## src/rtl/gbe_pkg.sv

```systemverilog
package gbe_pkg;

    // Fixed field widths.
    localparam int VW = 7;
    localparam int FW = 4;
    localparam int RW = 16;
    localparam int DW = 6;

    // Request codes.
    localparam logic [FW-1:0] FN_ADD_EDGE  = 4'd0;
    localparam logic [FW-1:0] FN_ADD_ARC   = 4'd1;
    localparam logic [FW-1:0] FN_CLEAR     = 4'd2;
    localparam logic [FW-1:0] FN_RUN_BFS   = 4'd3;
    localparam logic [FW-1:0] FN_PARENT    = 4'd4;
    localparam logic [FW-1:0] FN_DISTANCE  = 4'd5;
    localparam logic [FW-1:0] FN_PATH      = 4'd6;
    localparam logic [FW-1:0] FN_ORDER     = 4'd7;
    localparam logic [FW-1:0] FN_EDGES     = 4'd8;
    localparam logic [FW-1:0] FN_SOURCE    = 4'd9;

    // Longest parent walk before the source is pushed.
    localparam logic [VW-1:0] PATH_LIMIT = 7'd63;
    localparam logic [RW-1:0] EDGE_MAX   = 16'hFFFF;

    // Register index of vertex_count.
    localparam logic REG_VCOUNT = 1'b0;

    typedef enum logic [3:0] {
        S_IDLE,
        S_EDGE_WR_A,
        S_EDGE_RD_B,
        S_EDGE_WR_B,
        S_BFS_DEQ,
        S_BFS_DEQ_W,
        S_BFS_ROW,
        S_BFS_SCAN,
        S_Q_EM,
        S_WALK_CHK,
        S_WALK_W,
        S_POP_RD,
        S_POP_EM
    } t_state;

    // Control of the adjacency row memory.
    typedef struct packed {
        logic rd;
        logic wr;
        logic clr;
    } t_adj_ctl;

endpackage

```

## src/rtl/gbe_ffs.sv

```systemverilog
module gbe_ffs
    import gbe_pkg::*;
#(
    parameter int W  = 64,
    parameter int IW = 6
) (
    input  logic [W-1:0]  i_mask,
    output logic [IW-1:0] o_idx,
    output logic          o_any
);

    // Lowest set bit wins, so neighbors come out in ascending order.
    always_comb begin
        o_idx = '0;
        for (int i = W - 1; i >= 0; i--) begin
            if (i_mask[i]) begin
                o_idx = IW'(i);
            end
        end
        o_any = |i_mask;
    end

endmodule

```

## config.mk

```make
export PLATFORM = sky130hd
export DESIGN_NAME = gbe_ffs
export DESIGN_NICKNAME = d
export VERILOG_FILES = /design/src/rtl/gbe_pkg.sv /design/src/rtl/gbe_ffs.sv
export SDC_FILE = /design/constraint.sdc
export NUM_CORES = 1
export LEC_CHECK = 0
export BUFFER_PORTS_ARGS = -buffer_cell sky130_fd_sc_hd__buf_2
export CAP_MARGIN = 20
export CELL_PAD_IN_SITES_DETAIL_PLACEMENT = 0
export CELL_PAD_IN_SITES_GLOBAL_PLACEMENT = 1
export CORE_MARGIN = 8
export CORE_UTILIZATION = 28
export DETAILED_ROUTE_END_ITERATION = 10
export PLACE_DENSITY = 0.94
export SLEW_MARGIN = 20
export SYNTH_ARGS = -nofsm -noshare
export SYNTH_HDL_FRONTEND = slang
export SYNTH_SLANG_ARGS = --single-unit
export TNS_END_PERCENT = 10
```

## constraint.sdc

```tcl
create_clock -name vclk -period 3.5
set_input_delay 0.35 -clock vclk [all_inputs]
set_output_delay 0.35 -clock vclk [all_outputs]
set_load 0.005 [all_outputs]
```

# [Yosys cells after proc, flatten, opt, wreduce, memory -nomap -nowiden]
# Index checks and enable logic that the tools add are counted.
[totals] reg_bits=0 in_bits=64 word_cells=65
[op_classes] muxes=64 n_reduce_logical=1
[op_table] op="$mux W6" count=64
[op_table] op="$reduce_or A64 Y1" count=1

# [Longest topological paths before layout]
# Gate-level depths: netlist of run 1.
[logic_depth] ltp_word=64 depth_mapped=5 ltp_nobuf=5

# [Worst setup path after synthesis of run 1]
# OpenSTA, ideal clock, no wires.
[synth_timing] path_type="in2out" start="in i_mask[62]" end="out o_any" t_arrival_ps=1493 required_ps=3150 slack_ps=1657 path_stages=5 path_cell_list="or4_4 > nor4b_4 > nand3_2 > nor2_2 > nand3b_1"
[synth_between] elab_chain_len=1
[synth_lines] item="start, declared" line_no="gbe_ffs.sv:7" rtl="input logic [W-1:0] i_mask,"
[synth_lines] item="$reduce_or A64 Y1" line_no="gbe_ffs.sv:20" rtl="o_any = |i_mask;"
[synth_lines] item="end, declared" line_no="gbe_ffs.sv:9" rtl="output logic o_any"
# Every way passes these cells.

# [Worst setup path in the final report of run 1]
[layout_timing] start="in i_mask[15]" end="out o_idx[2]"
[layout_between] elab_chain_len=16
[layout_lines] item="$mux W6 (16 in series)" line_no="gbe_ffs.sv:16" rtl="if (i_mask[i]) begin"
[layout_lines] item="end, declared" line_no="gbe_ffs.sv:8" rtl="output logic [IW-1:0] o_idx,"
# Every way passes these cells.

==> flow_summary.rst, run 1 <==
.. list-table::
   :header-rows: 1

   * - Metric
     - Value
   * - Via count of the first global-routing pass
     - 1328
   * - Total vias in the final route
     - 1349
   * - Yosys synthesis warning count
     - 0
   * - Final hold violation count
     - 0
   * - Setup violation total in the final timing report
     - 0
   * - Hold Path Class
     - input pin to output port
   * - Cell area after synthesis
     - 887 um2
   * - HPWL after detailed placement
     - 3110 um
   * - Share of the cycle needed by the critical path after routing
     - 62.9%
   * - Cell class contributing the biggest share of worst-path delay
     - simple AND/OR/NAND/NOR gates
   * - Peak supply drop
     - 0.0290 mV
   * - Measured slew at the worst slew-check pin
     - 0.492 ns
   * - Mapped Cells
     - 145
   * - Detail-routed via count per cell
     - 5.19
   * - Maximum fanout along the worst path
     - 4
   * - Endpoint type of the worst setup path
     - output port
   * - Area growth from synthesis to layout
     - 46.3%
   * - Element type at the critical path start
     - input pin
   * - Min Clock Period, post-route
     - 2.20 ns
   * - Post-route setup TNS
     - 0 ns
   * - IO Count
     - 71
   * - Worst Setup Slack, final
     - ~1.3 ns
   * - # diodes
     - 0
   * - Core Box Area
     - 3030 um2
   * - RD Place Congestion
     - ~0.85
   * - Power per unit of standard cell area
     - about 83 nW/um2
   * - Residual DRC
     - 0
   * - Result of the run
     - finished, final reports clean
   * - RSZ-0062 raised after global routing
     - no
   * - IO buf count
     - 71
   * - Post-route total power
     - 0.000107 W
   * - Initial DRT Pass Iterations
     - 4
   * - Total congestion overflow
     - 0
   * - Post-DR wirelength/cell
     - 13.3 um
   * - Synth Net Count
     - 209
   * - Total Die Area
     - 5230 um2
   * - Highest cell delay on the worst timing path
     - 0.55 ns
   * - Initial antenna violation count
     - 0
   * - Layout Nets
     - 282
   * - Number of maximum-capacitance constraint violations
     - 0
   * - Slowest stage cell, crit path
     - or4_4
   * - Sequence of cells on the critical path
     - buf_2 -> or4_4 -> nor4_1 -> o211ai_1 -> o211ai_1 -> a21boi_1 -> buf_2
   * - Drt total wl
     - 3460 um
   * - Category of the critical setup timing path
     - input pin to output port
   * - Fin. max-slew vios
     - 0
   * - Chip width
     - around 72 um
   * - Die boundary height
     - 72.3 um
   * - Lkg Pwr
     - 0.528 nW
   * - Data arrival at the endpoint of the critical path
     - 1.85 ns
   * - CP bufs+invs
     - 2
   * - Post-route antenna net violation count
     - 0
   * - Biggest area consumer among synthesized cells
     - nor4_1
   * - Global-route usage over all layers
     - between 10% and 20%
   * - Final sequential cell count
     - 0
   * - Register cell area after layout
     - 0 um2
   * - Portion of synthesized cell area occupied by the leading cell type
     - 11.3%
   * - Initial Util
     - 29.3%
   * - Max-slew headroom
     - about two thirds
   * - Required time at the endpoint of the critical path
     - 3.15 ns
   * - Quantity of gates resized following cts
     - 0
   * - Standard-cell row count
     - 20
   * - Sequential cell area fraction in the yosys report
     - 0%
   * - Leading post-synthesis cells by cell area
     - nor4_1, nor2_1, nor3_1
   * - Hold-fix buffers, CTS
     - 0
   * - Dpl ws
     - 1.28 ns
   * - Largest net degree at the start of global routing
     - 6
   * - Mean post-synth cell area
     - 6.12 um2
   * - Total of clock buffers placed in the layout
     - 0
   * - Count of cell types in the netlist
     - 40
   * - Number of setup buffers added after CTS
     - 0
   * - First-pass GRT wire length
     - 5530 um
   * - Number of design-rule violations left by the first detailed-router iteration
     - 42
   * - Highest achievable clock rate
     - 454 MHz
   * - Share of final-layout standard cells stronger than drive strength 1
     - between 30% and 40%
-- worst paths after layout --
kind	start	end	slack [ns]	cells past startpoint
worst max-delay path	i_mask[15]	o_idx[2]	1.30	7
worst min-delay path	i_mask[1]	o_idx[3]	1.06	5
-- logic make-up (layout without fill, tap and decap cells) --
family | Yosys count | count (layout) | synth area share (%)
buffers and inverters | 10 | 81 | 4.23
and+or+nand+nor | 88 | 88 | 59.4
AOI/OAI and AO/OA | 47 | 47 | 36.4
-- power by group --
group,total (W),switching (W),leakage (nW),internal [W]
clock,0,0,0,0
sequential,0,0,0,0
combinational,0.000107,0.0000583,0.528,0.0000490
-- metrics by stage --
| stage | utilization, % | hold WS [ns] | instances | area, um2 |
|---|---|---|---|---|
| 2_1_floorplan | - | 0.823 | 145 | 887 |
| 3_3_place_gp | 42.9 | 1.07 | 260 | 1300 |
| 3_5_place_dp | 42.9 | 1.07 | 260 | 1300 |
| 4_1_cts | 42.9 | 1.07 | 260 | 1300 |
| 5_1_grt | 42.9 | 1.12 | 260 | 1300 |
| 6_report | 42.9 | 1.06 | 260 | 1300 |
-- tightest hold or removal path: stages --
cell,delay (ns)
buf_2,0.10
nor4_1,0.06
nand2_1,0.06
a31oi_1,0.03
buf_2,0.12
-- final cells by class --
class	instances	area, um2
well taps	44	55.1
inverters	10	37.5
repair buffers	71	355
multi-input cells	135	850
fillers	343	1730
-- synthesized netlist by cell type (4+ instances only) --
cell and instances:
nor2_1 19, nor4_1 16, nor3_1 12, a21oi_1 10
inv_1 10, nand2_1 9, nand3_1 6, o21ai_0 6
nand2b_1 4, nor2b_1 4, o211ai_1 4
-- routing by layer --
metal	share of wire, %	global-route usage (%)	vias to the layer above
li1	-	-	725
met1	47	16.2	575
met2	46	19.9	49
met3	7.9	2.62	0
met4	0	0.454	0
met5	0	0	-
-- placed cells by master, fill, tap and decap left out, drive strengths merged, types with 4 or more instances in the layout --
cell    instances
nand3           7
nor2b           5
or4             5
nor4           18
o21ai           7
nor2           20
o211ai          4
nand2b          4
inv            10
a21oi          10
buf            71
nor3           12
nand2           9
Note: power is estimated with default switching activity, not from simulation.
==> run 2, diff against run 1 <==
--- a/config.mk
+++ b/config.mk
@@ -10,9 +10,9 @@
 export CELL_PAD_IN_SITES_DETAIL_PLACEMENT = 0
 export CELL_PAD_IN_SITES_GLOBAL_PLACEMENT = 1
 export CORE_MARGIN = 8
-export CORE_UTILIZATION = 28
+export CORE_UTILIZATION = 26
 export DETAILED_ROUTE_END_ITERATION = 10
-export PLACE_DENSITY = 0.94
+export PLACE_DENSITY = 0.88
 export SLEW_MARGIN = 20
 export SYNTH_ARGS = -nofsm -noshare
 export SYNTH_HDL_FRONTEND = slang
==> constraint.sdc (replaced) <==
create_clock -name vclk -period 2.2
set_input_delay 0.22 -clock vclk [all_inputs]
set_output_delay 0.22 -clock vclk [all_outputs]
set_load 0.005 [all_outputs]
==> run 2 against run 1 <==
Net effect: utilization fell by 3.4 points; critical path depth did not move; sequential share of layout area unchanged; clock-buffer cell count did not move; combinational power is 61% higher; routed wire length is 0.90% higher; via count up 3.3%; cell count grew 1.2%; global-route usage is 0.77 points lower; first-iteration DRC count increased by 21%; total power rose by 60%; non-clock buffer count grew 1.
==> flow_summary.rst, run 2 (synthesis results as in run 1) <==
.. list-table::
   :header-rows: 1

   * - Metric
     - Value
   * - Result of the run
     - finished, final reports clean
   * - Standard-cell row count
     - 21 (+5.0%)
   * - Fin. max-slew vios
     - 0 (unchanged)
   * - Commonest non-fill, non-tap cell in the layout
     - buf_2
   * - Endpoint type of the worst setup path
     - output port
   * - Initial Util
     - 26.8% (-2.5 points)
   * - Register cell area after layout
     - 0 um2 (unchanged)
   * - Sequence of cells on the critical path
     - buf_2 -> or4_1 -> nor4_1 -> o211ai_1 -> o211ai_1 -> a21boi_1 -> buf_2
   * - Residual DRC
     - 0 (unchanged)
   * - Max-slew headroom
     - 68.1% (+1.2 points)
   * - Chip width
     - 74.4 um (+2.9%)
   * - Global-route usage over all layers
     - 11.3% (-0.77 points)
   * - Required time at the endpoint of the critical path
     - 1.98 ns (-1.17 ns)
   * - Initial DRT Pass Iterations
     - 4 (unchanged)
   * - RD Place Congestion
     - 0.828 (-2.4%)
   * - IO buf count
     - 71 (unchanged)
   * - Category of the critical setup timing path
     - input pin to output port
   * - CP bufs+invs
     - 2 (unchanged)
   * - Post-route antenna net violation count
     - 0 (unchanged)
   * - Element type at the critical path start
     - input pin
   * - Largest net degree at the start of global routing
     - 6 (unchanged)
   * - Total congestion overflow
     - 0 (unchanged)
   * - Measured slew at the worst slew-check pin
     - 0.474 ns (-0.0173 ns)
   * - Levels on crit path
     - 7 (unchanged)
   * - Highest cell delay on the worst timing path
     - 0.56 ns (about the same)
   * - Setup crit start
     - i_mask[23]
   * - Hold Path Class
     - input pin to output port
   * - Slowest stage cell, crit path
     - or4_1
   * - Die boundary height
     - 74.4 um (+2.9%)
   * - Total of clock buffers placed in the layout
     - 0 (unchanged)
   * - Lkg Pwr
     - 0.534 nW (+1.0%)
   * - Setup violation total in the final timing report
     - 0 (unchanged)
   * - Quantity of gates resized following cts
     - 0 (unchanged)
   * - Number of design-rule violations left by the first detailed-router iteration
     - 51 (+21%)
   * - Most frequent cells in the layout
     - buf_2, nor2_1, nor4_1, nor3_1
   * - Post-route total power
     - 0.000172 W (+60%)
   * - CP endpoint
     - o_idx[2]
   * - Min Clock Period, post-route
     - 1.93 ns
   * - Initial antenna violation count
     - 0 (unchanged)
   * - HPWL after detailed placement
     - 3190 um (+2.6%)
   * - Highest achievable clock rate
     - 519 MHz
   * - Total Die Area
     - 5540 um2 (+6.0%)
   * - Post-DR wirelength/cell
     - 13.3 um (-0.25%)
   * - Final hold violation count
     - 0 (unchanged)
   * - Maximum fanout along the worst path
     - 5 (+1)
   * - IO Count
     - 71 (unchanged)
   * - First-pass GRT wire length
     - 5310 um (-4.1%)
   * - Total vias in the final route
     - 1393 (+3.3%)
   * - Core Box Area
     - 3310 um2 (+9.3%)
   * - Detail-routed via count per cell
     - 5.30 (+2.1%)
   * - Via count of the first global-routing pass
     - 1244 (-6.3%)
   * - Number of setup buffers added after CTS
     - 0 (unchanged)
   * - Area growth from synthesis to layout
     - 47.4%
   * - RSZ-0062 raised after global routing
     - no
   * - Share of the cycle needed by the critical path after routing
     - 87.6%
   * - # diodes
     - 0 (unchanged)
   * - Share of final-layout standard cells stronger than drive strength 1
     - 36.9% (+0.29 points)
   * - Hold-fix buffers, CTS
     - 0 (unchanged)
   * - Number of maximum-capacitance constraint violations
     - 0 (unchanged)
   * - Data arrival at the endpoint of the critical path
     - 1.71 ns (-0.14 ns)
   * - Layout Nets
     - 283 (+0.35%)
   * - Final sequential cell count
     - 0 (unchanged)
   * - Drt total wl
     - 3490 um (+0.90%)
   * - Peak supply drop
     - 0.0403 mV (+39%)
   * - Power per unit of standard cell area
     - 131 nW/um2 (+59%)
   * - Post-route setup TNS
     - 0 ns (unchanged)
   * - Cell class contributing the biggest share of worst-path delay
     - simple AND/OR/NAND/NOR gates
==> run 2: power breakdown <==
| part | internal, W | leakage, nW | total [W] | switching, W |
|---|---|---|---|---|
| logic | 0.0000785 | 0.534 | 0.000172 | 0.0000932 |
| registers | 0 | 0 | 0 | 0 |
| clock network | 0 | 0 | 0 | 0 |
==> run 2: final cells by class <==
cell class         count  area (um2)
multi-input cells    135         850
well taps             46        57.6
fillers              406        2000
repair buffers        72         363
inverters             10        37.5
==> run 2: layer usage <==
layer	vias to the layer above	track usage (%)	wire length [um]
li1	727	-	-
met1	605	15.0	1570
met2	59	18.5	1460
met3	2	2.83	440
met4	0	0.435	10
met5	-	0	0
==> run 2: worst min path at each step <==
stage	from	to	cells past startpoint
6_report	i_mask[1]	o_idx[3]	5
2_1_floorplan	i_mask[0]	o_idx[3]	3
3_5_place_dp	i_mask[1]	o_idx[3]	5
5_1_grt	i_mask[1]	o_idx[3]	5
4_1_cts	i_mask[1]	o_idx[3]	5
3_3_place_gp	i_mask[1]	o_idx[3]	5
==> run 2: through the flow <==
stage | area [um2] | hold slack [ns] | cells | worst slack [ns] | util, %
3_3_place_gp | 1310 | 0.840 | 263 | 0.290 | 39.5
4_1_cts | 1310 | 0.843 | 263 | 0.265 | 39.5
3_5_place_dp | 1310 | 0.840 | 263 | 0.272 | 39.5
6_report | 1310 | 0.828 | 263 | 0.273 | 39.5
2_1_floorplan | 887 | 0.563 | 145 | 0.617 | -
5_1_grt | 1310 | 0.879 | 263 | 0.166 | 39.5
==> run 2: worst min-delay path: stages <==
cell and delay [ns]:
buf_2 0.10, nor4_1 0.07, nand2_1 0.06, a31oi_1 0.04, buf_2 0.12
